[config.mk]
export PLATFORM = sky130hd
export DESIGN_NAME = bsps_div
export DESIGN_NICKNAME = d
export VERILOG_FILES = /design/src/rtl/assert_macros.svh /design/src/rtl/bsps_pkg.sv /design/src/rtl/bsps_div.sv
export SDC_FILE = /design/constraint.sdc
export NUM_CORES = 1
export LEC_CHECK = 0
export BUFFER_PORTS_ARGS = -buffer_cell sky130_fd_sc_hd__buf_2
export CAP_MARGIN = 20
export CORE_MARGIN = 2
export CORE_UTILIZATION = 45
export CTS_CLUSTER_SIZE = 8
export DETAILED_ROUTE_END_ITERATION = 8
export GPL_ROUTABILITY_DRIVEN = 0
export PLACE_DENSITY = 0.67
export SLEW_MARGIN = 15
export SYNTH_ARGS = -nofsm -noshare
export SYNTH_HDL_FRONTEND = slang
export SYNTH_SLANG_ARGS = --single-unit
[constraint.sdc]
create_clock -name clk_i -period 4.6 [get_ports clk_i]
set_input_delay 0.69 -clock clk_i [delete_from_list [all_inputs] [get_ports clk_i]]
set_output_delay 0.69 -clock clk_i [all_outputs]
set_load 0.03 [all_outputs]
[src/rtl/assert_macros.svh]
// ----------------------------------------------------------------------------
// assert_macros.svh
// Concurrent assertion helpers, clocked on clk_i, disabled during reset.
// ----------------------------------------------------------------------------
`ifndef ASSERT_MACROS_SVH
`define ASSERT_MACROS_SVH

// lbl: property prop must hold at every rising edge of clk_i
`define CHK_ASSERT(lbl, prop, msg) \
  lbl: assert property (@(posedge clk_i) disable iff (!rst_ni) (prop)) else $error(msg);

// lbl: expr must never be true
`define CHK_NEVER(lbl, expr, msg) \
  `CHK_ASSERT(lbl, !(expr), msg)

`endif

[src/rtl/bsps_pkg.sv]
// ----------------------------------------------------------------------------
// bsps_pkg
// Shared constants, types and states of the beat slice playback sequencer.
// ----------------------------------------------------------------------------
package bsps_pkg;

  localparam int unsigned FRAME_BITS = 20;
  localparam int unsigned FRAC_BITS  = 16;
  localparam int unsigned MAX_SEG    = 256;
  localparam int unsigned SEG_BITS   = $clog2(MAX_SEG);
  localparam int unsigned CNT_W      = SEG_BITS + 1;
  localparam int unsigned FR_W       = FRAME_BITS + 1;
  localparam int unsigned OFF_W      = FRAME_BITS;
  localparam int unsigned POS_W      = FRAME_BITS + FRAC_BITS;
  localparam int unsigned PH_W       = POS_W + 1;
  localparam int unsigned DIV_W      = PH_W;
  localparam int unsigned DIV_CW     = $clog2(DIV_W);
  localparam int unsigned REM2_W     = CNT_W + 1;
  localparam int unsigned Q16_W      = 17;
  localparam logic [Q16_W-1:0] ONE_Q16 = 17'h10000;

  localparam logic CFG_FRAMES = 1'b0;
  localparam logic CFG_COUNT  = 1'b1;

  typedef enum logic [3:0] {
    S_RB_KICK, S_RB_DIV, S_RB_FILL, S_RB_RD1, S_RB_BND,
    S_IDLE, S_WITHIN, S_CALC, S_IDX, S_SST, S_NXT, S_BND,
    S_STUT, S_GMOD, S_OUT
  } seq_state_e;

  typedef struct packed {
    logic                fill_start;
    logic [OFF_W-1:0]    step_q;
    logic [REM2_W-1:0]   step_r;
    logic [CNT_W-1:0]    count;
    logic [SEG_BITS-1:0] rd_addr;
  } offs_req_t;

  typedef struct packed {
    logic busy;
    logic done;
  } div_stat_t;

endpackage

[src/rtl/bsps_div.sv]
// ----------------------------------------------------------------------------
// bsps_div
// Bit-serial restoring divider, one quotient bit per cycle.
// ----------------------------------------------------------------------------
module bsps_div
  import bsps_pkg::*;
(
  input  logic             clk_i,
  input  logic             rst_ni,
  input  logic             start_i,
  input  logic [DIV_W-1:0] num_i,
  input  logic [DIV_W-1:0] den_i,
  output div_stat_t        stat_o,
  output logic [DIV_W-1:0] quo_o,
  output logic [DIV_W-1:0] rem_o
);

  logic              busy_q, done_q;
  logic [DIV_CW-1:0] cnt_q;
  logic [DIV_W-1:0]  num_q, den_q, quo_q, rem_q;
  logic [DIV_W:0]    trial;
  logic [DIV_W:0]    diff;
  logic              take;

  assign trial = {rem_q, num_q[DIV_W-1]};
  assign take  = trial >= {1'b0, den_q};
  assign diff  = trial - {1'b0, den_q};

  always_ff @(posedge clk_i or negedge rst_ni) begin
    if (!rst_ni) begin
      busy_q <= 1'b0;
      done_q <= 1'b0;
      cnt_q  <= '0;
    end else if (start_i) begin
      busy_q <= 1'b1;
      done_q <= 1'b0;
      cnt_q  <= '0;
    end else if (busy_q) begin
      cnt_q <= cnt_q + 1'b1;
      if (cnt_q == DIV_CW'(DIV_W - 1)) begin
        busy_q <= 1'b0;
        done_q <= 1'b1;
      end
    end else begin
      done_q <= 1'b0;
    end
  end

  always_ff @(posedge clk_i) begin
    if (start_i) begin
      num_q <= num_i;
      den_q <= den_i;
      quo_q <= '0;
      rem_q <= '0;
    end else if (busy_q) begin
      num_q <= {num_q[DIV_W-2:0], 1'b0};
      quo_q <= {quo_q[DIV_W-2:0], take};
      rem_q <= take ? diff[DIV_W-1:0] : trial[DIV_W-1:0];
    end
  end

  assign stat_o.busy = busy_q;
  assign stat_o.done = done_q;
  assign quo_o       = quo_q;
  assign rem_o       = rem_q;

endmodule

==> results of run 1 <==
## cells by family (layout without fill, tap and decap cells)
group	after synthesis	after routing	share of synthesized area
multiplexers	76	76	0.0990
adder cells (fa/ha/maj)	40	40	0.0623
XOR/XNOR	33	33	0.0355
flip-flops	156	156	0.479
buffers and inverters	99	241	0.0501
AO/OA/AOI/OAI	171	171	0.148
AND/OR/NAND/NOR	235	235	0.126
other	0	2	0
## cells in the mapped netlist (8+ instances only)
cell type / n / area, um2
nor2_1: 95 / 357
nand2_1: 84 / 315
dfxtp_1: 74 / 1480
edfxtp_1: 74 / 2220
inv_1: 49 / 184
a21oi_1: 44 / 220
ha_1: 39 / 488
mux2i_1: 39 / 390
mux2_2: 37 / 417
clkbuf_1: 24 / 90.1
o21ai_0: 24 / 120
a311oi_1: 22 / 193
a21o_1: 21 / 158
xnor2_1: 19 / 166
buf_2: 17 / 85.1
nand4_1: 14 / 87.6
xor2_1: 14 / 123
a32oi_1: 8 / 70.1
dfrtp_1: 8 / 200
nand3_1: 8 / 40.0
nor3_1: 8 / 40.0
## registers in the layout (all words and copies together), names as in the netlist
signal / flops
done_q: 1
quo_o: 37
den_q: 37
num_q: 37
rem_o: 37
busy_q: 1
cnt_q: 6
## stage by stage
step | instances | instance area, um2
4_1_cts | 1181 | 9650
3_5_place_dp | 1149 | 9050
6_report | 1183 | 9660
2_1_floorplan | 810 | 8150
5_1_grt | 1182 | 9650
3_3_place_gp | 1149 | 9050
## layer usage
layer / up-vias / wire (um) / track usage
li1: 3162 / - / -
met1: 2995 / 8350 / 0.245
met2: 143 / 8340 / 0.313
met3: 29 / 1230 / 0.0749
met4: 6 / 348 / 0.0720
met5: - / 34 / 0
## final cells by class
type                            instances  share of cell area
Multi-Input combinational cell        555               0.397
Antenna cell                            2            0.000518
Clock inverter                         15              0.0183
Timing Repair Buffer                  160              0.0866
Tap cell                              229              0.0297
Clock buffer                           17              0.0441
Inverter                               49              0.0190
Sequential cell                       156               0.405
## worst paths after layout
kind                            slack [ns]        end  depth (start not counted)
worst max-delay path                  1.00  rem_o[28]                         13
worst min-delay path                  0.08   cnt_q[2]                          1
worst max register to register        1.00  rem_o[28]                         13
worst min register to register        0.50  rem_o[25]                          2
max in group asynchronous             4.32     busy_q                          1
min in group clk_i                    0.42  den_q[26]                          1
## power breakdown
group          switching [uW]  internal, uW
combinational            1210           710
clock                     623           821
sequential                153          1650
total                    1990          3180
==> impl_metrics.csv, run 1 <==
group,metric,value,unit
floorplan,num_rows,49,
setup_path,path_buf_inv,3,
min_path,hp-class,"in2async",
grt,grt_max_degree,141,
placed_design,dp_slack,1.02,ns
setup_path,cp_top_family,"compound AO/OA/AOI/OAI gates",
floorplan,ios,153,
placed_design,hpwl,12.9,mm
layout,mostFrequentLayoutCells,"buf_2 (151), nor2_1 (95), nand2_1 (84)",
drt,dr.pass1.iters,6,
layout,area_delta_synth_final,18.5,%
grt,grt_use_total,0.197,
drt,wl_per_cell,15.5,um
setup_path,cpPeakStageDelay,0.58,ns
placed_design,portBuffers,152,
run_status,status,"finished clean",
clock_network,cts_setup_buffers,0,
clock_network,cts.clk_slew.worst_paths,0.07,ns
flow_run,maxCapViolations,0,
timing,setup_viol,0,
setup_path,required,4.93,ns
setup_path,arrival,3.93,ns
layout,multi_input_area,3840,um2
synthesis,synthCells,810,
setup_path,reg2reg_from,"num_q[36]",
layout,layout-drive-gt1-share,0.258,
clock_network,cts_resized,0,
timing,max_slew.worst_pin.slew,0.863,ns
drt,drc,0,
timing,fmax,278,MHz
power,leakagePower,0.00459,uW
setup_path,crit_type,"reg2reg",
timing,fin_ws,1.00,ns
clock_network,worstSkewPairLatency,0.44,ns
drt,antenna_left,0,
drt,drt_iter0_markers,374,
floorplan,initial_utilization,0.457,
floorplan,die_w,139,um
setup_path,endpoint_kind,"flip-flop",
clock_network,cts_buffers,17,
layout,final_common_cell,"buf_2",
setup_path,cp-start-kind,"flip-flop",
grt,grt_pass1_vias,6319,
timing,hold_viol_final,0,
setup_path,crit_chain,"inv_1 > ha_1 > inv_1 > fa_1 > a21oi_1 > nor2_1 > o31ai_1 > a21oi_2 > o21ai_2 > o31a_1 > buf_4 > nor3_1 > o31a_1",
power,fin_total_pwr,5160,uW
drt,drt-total-wl,18.3,mm
timing,worst_clock_skew,0.00975,ns
layout,fin_nets,1056,
synthesis,syn_avg_cell_area,10.1,um2
floorplan,die-area,19200,um2
timing,rsz0062_at_grt,"false",
synthesis,ys_seq_area_frac,0.479,
synthesis,yosys_warnings,0,
clock_network,clock_path_buffers,2,
timing,slew_viol_final,0,
layout,register_area,3910,um2
synthesis,syn_nets,927,
power,power_density,535,nW/um2
layout,fillers,1582,
synthesis,synth_area,8150,um2
clock_network,ctsHoldBuffers,0,
setup_path,worst_path_max_delay_cell,"o31a_1",
synthesis,synthFlopType,"edfxtp_1",
drt,routed-via-count,6335,
floorplan,fp.dieH,139,um
grt,overflow,0,
timing,whs,0.0847,ns
grt,grt_pass1_wl,30.9,mm
clock_network,cts_max_level,4,
timing,period_share,0.783,
timing,slew_headroom,0.425,
clock_network,clock_sinks,156,
timing,setup_tns,0,ns
synthesis,synth_edf_count,74,
floorplan,core,17800,um2
clock_network,cts_tree,"done",
power,peakVddDrop,336,uV
grt,antenna_found_initial,5,
synthesis,ys_types,63,
setup_path,startpoint,"num_q[36]",
synthesis,ys_seq_elements,156,
synthesis,async_reset_ff_frac,0.0513,
clock_network,cts-root-buf,"clkbuf_16",
timing,finalCriticalPeriod,3.60,ns
setup_path,crit_fanout,16,
layout,postLayoutCoreUtil,0.541,
drt,routed_via_density,5.36,
Power figures use the tool's default switching activity.
==> run 2, diff against run 1 <==
PLACE_DENSITY = 0.69   (was 0.67)
clock period = 3.2 ns   (was 4.6 ns; I/O delays follow)
==> impl_metrics.csv, run 2 (synthesis results as in run 1) <==
group,metric,value,unit
drt,dr.pass1.iters,5,
setup_path,startpoint,"den_q[6]",
grt,antenna_found_initial,1,
flow_run,maxCapViolations,0,
floorplan,ios,153,
setup_path,r2r-end,"rem_o[35]",
timing,setup_tns,0,ns
timing,max_slew.worst_pin.slew,0.598,ns
drt,antenna_left,0,
drt,routed_via_density,5.35,
floorplan,core,17800,um2
grt,grt_max_degree,42,
timing,period_share,0.938,
clock_network,worstSkewPairLatency,0.43,ns
layout,postLayoutCoreUtil,0.554,
timing,finalCriticalPeriod,3.00,ns
grt,grt_pass1_wl,31.2,mm
timing,slew_headroom,0.601,
floorplan,die_w,139,um
setup_path,arrival,3.36,ns
floorplan,fp.dieH,139,um
drt,drt-total-wl,18.9,mm
setup_path,endpoint,"rem_o[35]",
power,leakagePower,0.00472,uW
floorplan,num_rows,49,
drt,routed-via-count,6497,
layout,final_common_cell,"buf_2",
layout,area_delta_synth_final,21.2,%
placed_design,hpwl,13.5,mm
setup_path,ff2ff_setup_slack,0.20,ns
clock_network,cts_buffers,17,
layout,fillers,1617,
setup_path,reg2reg_from,"den_q[6]",
min_path,hp-class,"in2reg",
clock_network,cts_tree,"done",
clock_network,cts-root-buf,"clkbuf_16",
setup_path,required,3.56,ns
clock_network,cts_max_level,4,
layout,mostFrequentLayoutCells,"buf_2 (151), nor2_1 (95), nand2_1 (84)",
clock_network,cts.clk_slew.worst_paths,0.07,ns
grt,overflow,0,
power,power_density,757,nW/um2
drt,drt_iter0_markers,399,
layout,multi_input_area,3870,um2
clock_network,clock_sinks,156,
power,peakVddDrop,549,uV
setup_path,reg2reg_depth,11,
timing,hold_viol_final,0,
layout,layout-drive-gt1-share,0.284,
grt,grt_pass1_vias,6400,
run_status,status,"finished clean",
drt,wl_per_cell,15.6,um
drt,drc,0,
grt,grt_use_total,0.199,
placed_design,portBuffers,152,
setup_path,crit_type,"reg2reg",
timing,worst_clock_skew,0.0107,ns
layout,fin_nets,1088,
clock_network,clock_path_buffers,2,
setup_path,cp-start-kind,"flip-flop",
timing,fmax,333,MHz
layout,register_area,3910,um2
timing,setup_viol,0,
floorplan,initial_utilization,0.457,
timing,rsz0062_at_grt,"false",
setup_path,crit_fanout,5,
timing,slew_viol_final,0,
floorplan,die-area,19200,um2
setup_path,endpoint_kind,"flip-flop",
-- run 2: cell count changes in the layout (fill, tap and decap cells not counted), sizes merged --
cell	previous run	this run
inv	58	57
dlygate4sd3	0	1
clkinv	2	5
buf	160	190
o31ai	7	8
bufinv	2	0
diode	2	1
-- run 2: layout make-up --
cell class,count,share of cell area
clock inverter,15,0.0132
clock buffer,17,0.0431
multi-input combinational,556,0.392
inverter,49,0.0186
sequential,156,0.396
tap,229,0.0290
timing repair buffer,191,0.108
antenna,1,0.000253
-- run 2: critical path, cell delays in order, from the launching register on --
cell and delay [ns]:
edfxtp_1 0.32, inv_1 0.04, ha_1 0.36, o21ai_1 0.13
a2111oi_1 0.50, o21a_1 0.23, nor4_2 0.06, o31ai_2 0.35
a22oi_2 0.15, o41ai_2 0.30, mux2_2 0.38, a21oi_2 0.11
-- run 2: worst min path at each step --
stage | end | depth (start not counted) | from
global placement | cnt_q[1] | 1 | rst_ni
global route | den_q[9] | 1 | den_i[9]
floorplan | busy_q | 0 | rst_ni
detailed placement | cnt_q[0] | 1 | rst_ni
finish | den_q[34] | 1 | den_i[34]
CTS | den_q[9] | 1 | den_i[9]
-- run 2: report_power, final --
part | internal, uW | leakage (uW) | switching, uW
Sequential | 2360 | 0.00146 | 212
Combinational | 1180 | 0.00300 | 1810
Clock | 1020 | 0.000270 | 892
Total | 4560 | 0.00472 | 2920
-- run 2: per-stage QoR --
| step | cells | total power (uW) | worst slack (ns) | hold WS [ns] | cell area, um2 |
|---|---|---|---|---|---|
| 3_5_place_dp | 1177 | 5540 | 0.191 | 0.335 | 9260 |
| 3_3_place_gp | 1177 | 5520 | 0.271 | 0.333 | 9260 |
| 4_1_cts | 1210 | 7470 | 0.0882 | 0.205 | 9830 |
| 5_1_grt | 1213 | 7930 | 0.00682 | 0.202 | 9870 |
| 2_1_floorplan | 810 | 4690 | 0.368 | 0.184 | 8150 |
| 6_report | 1214 | 7480 | 0.197 | 0.224 | 9880 |
-- run 2: metal layers --
metal,track usage,up-vias,wire length [um]
met5,0,-,0
met4,0.0768,0,399
met3,0.0632,29,1330
met2,0.322,194,8620
met1,0.250,3040,8580
li1,-,3234,-
-- run 2: what timing repair did --
action	in CTS	in global routing
endpoints found under the hold margin	8	0
gates resized for setup	0	4
setup buffers	0	2
endpoints found under the setup margin	0	35
hold buffers	1	0
==> run 3, diff against run 2 <==
BUFFER_PORTS_ARGS = -buffer_cell sky130_fd_sc_hd__buf_4   (was -buffer_cell sky130_fd_sc_hd__buf_2)
clock period = 2.7 ns   (was 3.2 ns; I/O delays follow)
==> impl_metrics.csv, run 3 (synthesis results as in run 1) <==
group,metric,value,unit
run_status,status,"finished with violations",
run_status,violations,"negative setup slack",
clock_network,cts_tree,"done",
floorplan,fp.dieH,139,um
grt,grt_pass1_vias,6817,
timing,worst_clock_skew,0.00634,ns
drt,drt-total-wl,21.8,mm
power,leakagePower,0.00545,uW
power,pwr-share-clk,0.217,
layout,multi_input_area,4470,um2
grt,overflow,0,
floorplan,initial_utilization,0.457,
setup_path,cp-start-kind,"flip-flop",
power,switching_power,4110,uW
power,peakVddDrop,576,uV
power,p_comb_frac,0.506,
min_path,hold_path_end,"den_q[2]",
timing,fmax,349,MHz
drt,routed_via_density,5.36,
floorplan,core,17800,um2
grt,grt_pass1_wl,34.2,mm
layout,final_common_cell,"buf_4",
clock_network,cts-root-buf,"clkbuf_16",
timing,fin_ws,-0.168,ns
drt,antenna_left,0,
setup_path,r2r-end,"rem_o[18]",
setup_path,endpoint_kind,"flip-flop",
clock_network,cts_buffers,17,
layout,finalNonFillerCells,1316,
setup_path,crit_type,"reg2reg",
placed_design,hpwl,14.5,mm
layout,register_area,3920,um2
timing,setup_viol,30,
timing,hold_viol_final,0,
min_path,hold_start,"den_i[2]",
flow_run,maxCapViolations,0,
floorplan,num_rows,49,
min_path,hp-class,"in2reg",
setup_path,arrival,3.20,ns
clock_network,clock_sinks,156,
layout,area_delta_synth_final,45.0,%
power,p_sw_frac,0.378,
power,power_density,920,nW/um2
layout,mostFrequentLayoutCells,"buf_4 (269), nor2_1 (93), edfxtp_1 (74)",
grt,antenna_found_initial,0,
floorplan,ios,153,
placed_design,portBuffers,152,
floorplan,die-area,19200,um2
clock_network,clock_path_buffers,2,
placed_design,dpl-instance-area,10300,um2
grt,grt_use_total,0.217,
power,pwr-share-seq,0.278,
drt,routed-via-count,7056,
setup_path,ff2ff_setup_slack,-0.17,ns
clock_network,cts_max_level,4,
drt,dr.pass1.iters,5,
timing,period_share,1.06,
grt,grt_max_degree,82,
timing,slew_headroom,0.583,
drt,drt_iter0_markers,445,
layout,fin_nets,1191,
setup_path,crit_fanout,6,
setup_path,required,3.03,ns
layout,diodes,0,
floorplan,die_w,139,um
layout,final_area,11800,um2
clock_network,cts.clk_slew.worst_paths,0.07,ns
placed_design,dp.cells,1261,
layout,fillers,1361,
power,internal_power,6760,uW
drt,drc,0,
setup_path,reg2reg_depth,12,
timing,finalCriticalPeriod,2.87,ns
timing,slew_viol_final,0,
setup_path,reg2reg_from,"den_q[33]",
layout,layout-drive-gt1-share,0.442,
drt,wl_per_cell,16.6,um
timing,max_slew.worst_pin.slew,0.625,ns
clock_network,worstSkewPairLatency,0.43,ns
timing,rsz0062_at_grt,"true",
min_path,hold_path_depth,1,
-- run 3: stage by stage --
stage | power, uW | hold slack [ns] | setup TNS [ns] | setup WS, ns | util
detailed placement | 7390 | 0.229 | -6.64 | -0.272 | 0.580
finish | 10900 | 0.147 | -2.80 | -0.168 | 0.662
global placement | 7340 | 0.228 | -3.35 | -0.144 | 0.580
CTS | 10100 | 0.134 | -0.603 | -0.0605 | 0.632
global route | 11400 | 0.131 | -8.83 | -0.322 | 0.662
floorplan | 5600 | 0.109 | -0.0136 | -0.0136 | -
-- run 3: worst max-delay path: stages, from the launching register on --
cell	delay, ns
edfxtp_1	0.37
inv_1	0.10
ha_4	0.20
buf_4	0.15
a21o_1	0.20
nor2_2	0.21
o21ai_0	0.18
a2111oi_4	0.43
o31a_1	0.24
buf_6	0.18
clkbuf_16	0.18
nand2_2	0.05
a311oi_1	0.27
-- run 3: cell type report --
| class | instances | share of cell area |
|---|---|---|
| tap | 229 | 0.0243 |
| inverter | 49 | 0.0156 |
| timing repair buffer | 295 | 0.202 |
| sequential | 156 | 0.331 |
| multi-input combinational | 555 | 0.379 |
| clock buffer | 20 | 0.0405 |
| clock inverter | 12 | 0.00826 |
-- run 3: layer usage --
layer	wire length (um)	global-route usage	vias up	share of wire
li1	-	-	3425	-
met1	9170	0.275	3368	0.42
met2	10700	0.360	234	0.49
met3	1600	0.0711	29	0.073
met4	297	0.0564	0	0.014
met5	0	0	-	0
-- run 3: worst max path at each step --
stage          startpoint   endpoint  slack, ns  cells after the start
6_report        den_q[33]  rem_o[18]      -0.17                     12
3_3_place_gp    num_q[36]  rem_o[10]      -0.14                     13
3_5_place_dp    num_q[36]  rem_o[10]      -0.27                     13
5_1_grt         num_q[36]  rem_o[18]      -0.32                     14
4_1_cts         num_q[36]  rem_o[34]      -0.06                     15
2_1_floorplan   rem_o[13]  rem_o[35]      -0.01                     11
-- run 3: what timing repair did --
action                                  CTS  global route
hold buffers                              1             0
gates cloned                              0             3
setup buffers                            11            11
endpoints found under the setup margin   38            38
pin swaps                                27            57
hold endpoints to repair                  8             0
gates resized for setup                  53            97
-- run 3: power groups by stage --
| stage | Clock, uW | Combinational, uW | Sequential, uW |
|---|---|---|---|
| 4_1_cts | 2400 | 4710 | 3000 |
| 5_1_grt | 2490 | 5900 | 3050 |
| 2_1_floorplan | 0 | 2130 | 3470 |
| 6_report | 2350 | 5500 | 3020 |
| 3_3_place_gp | 0 | 4320 | 3020 |
| 3_5_place_dp | 0 | 4360 | 3030 |
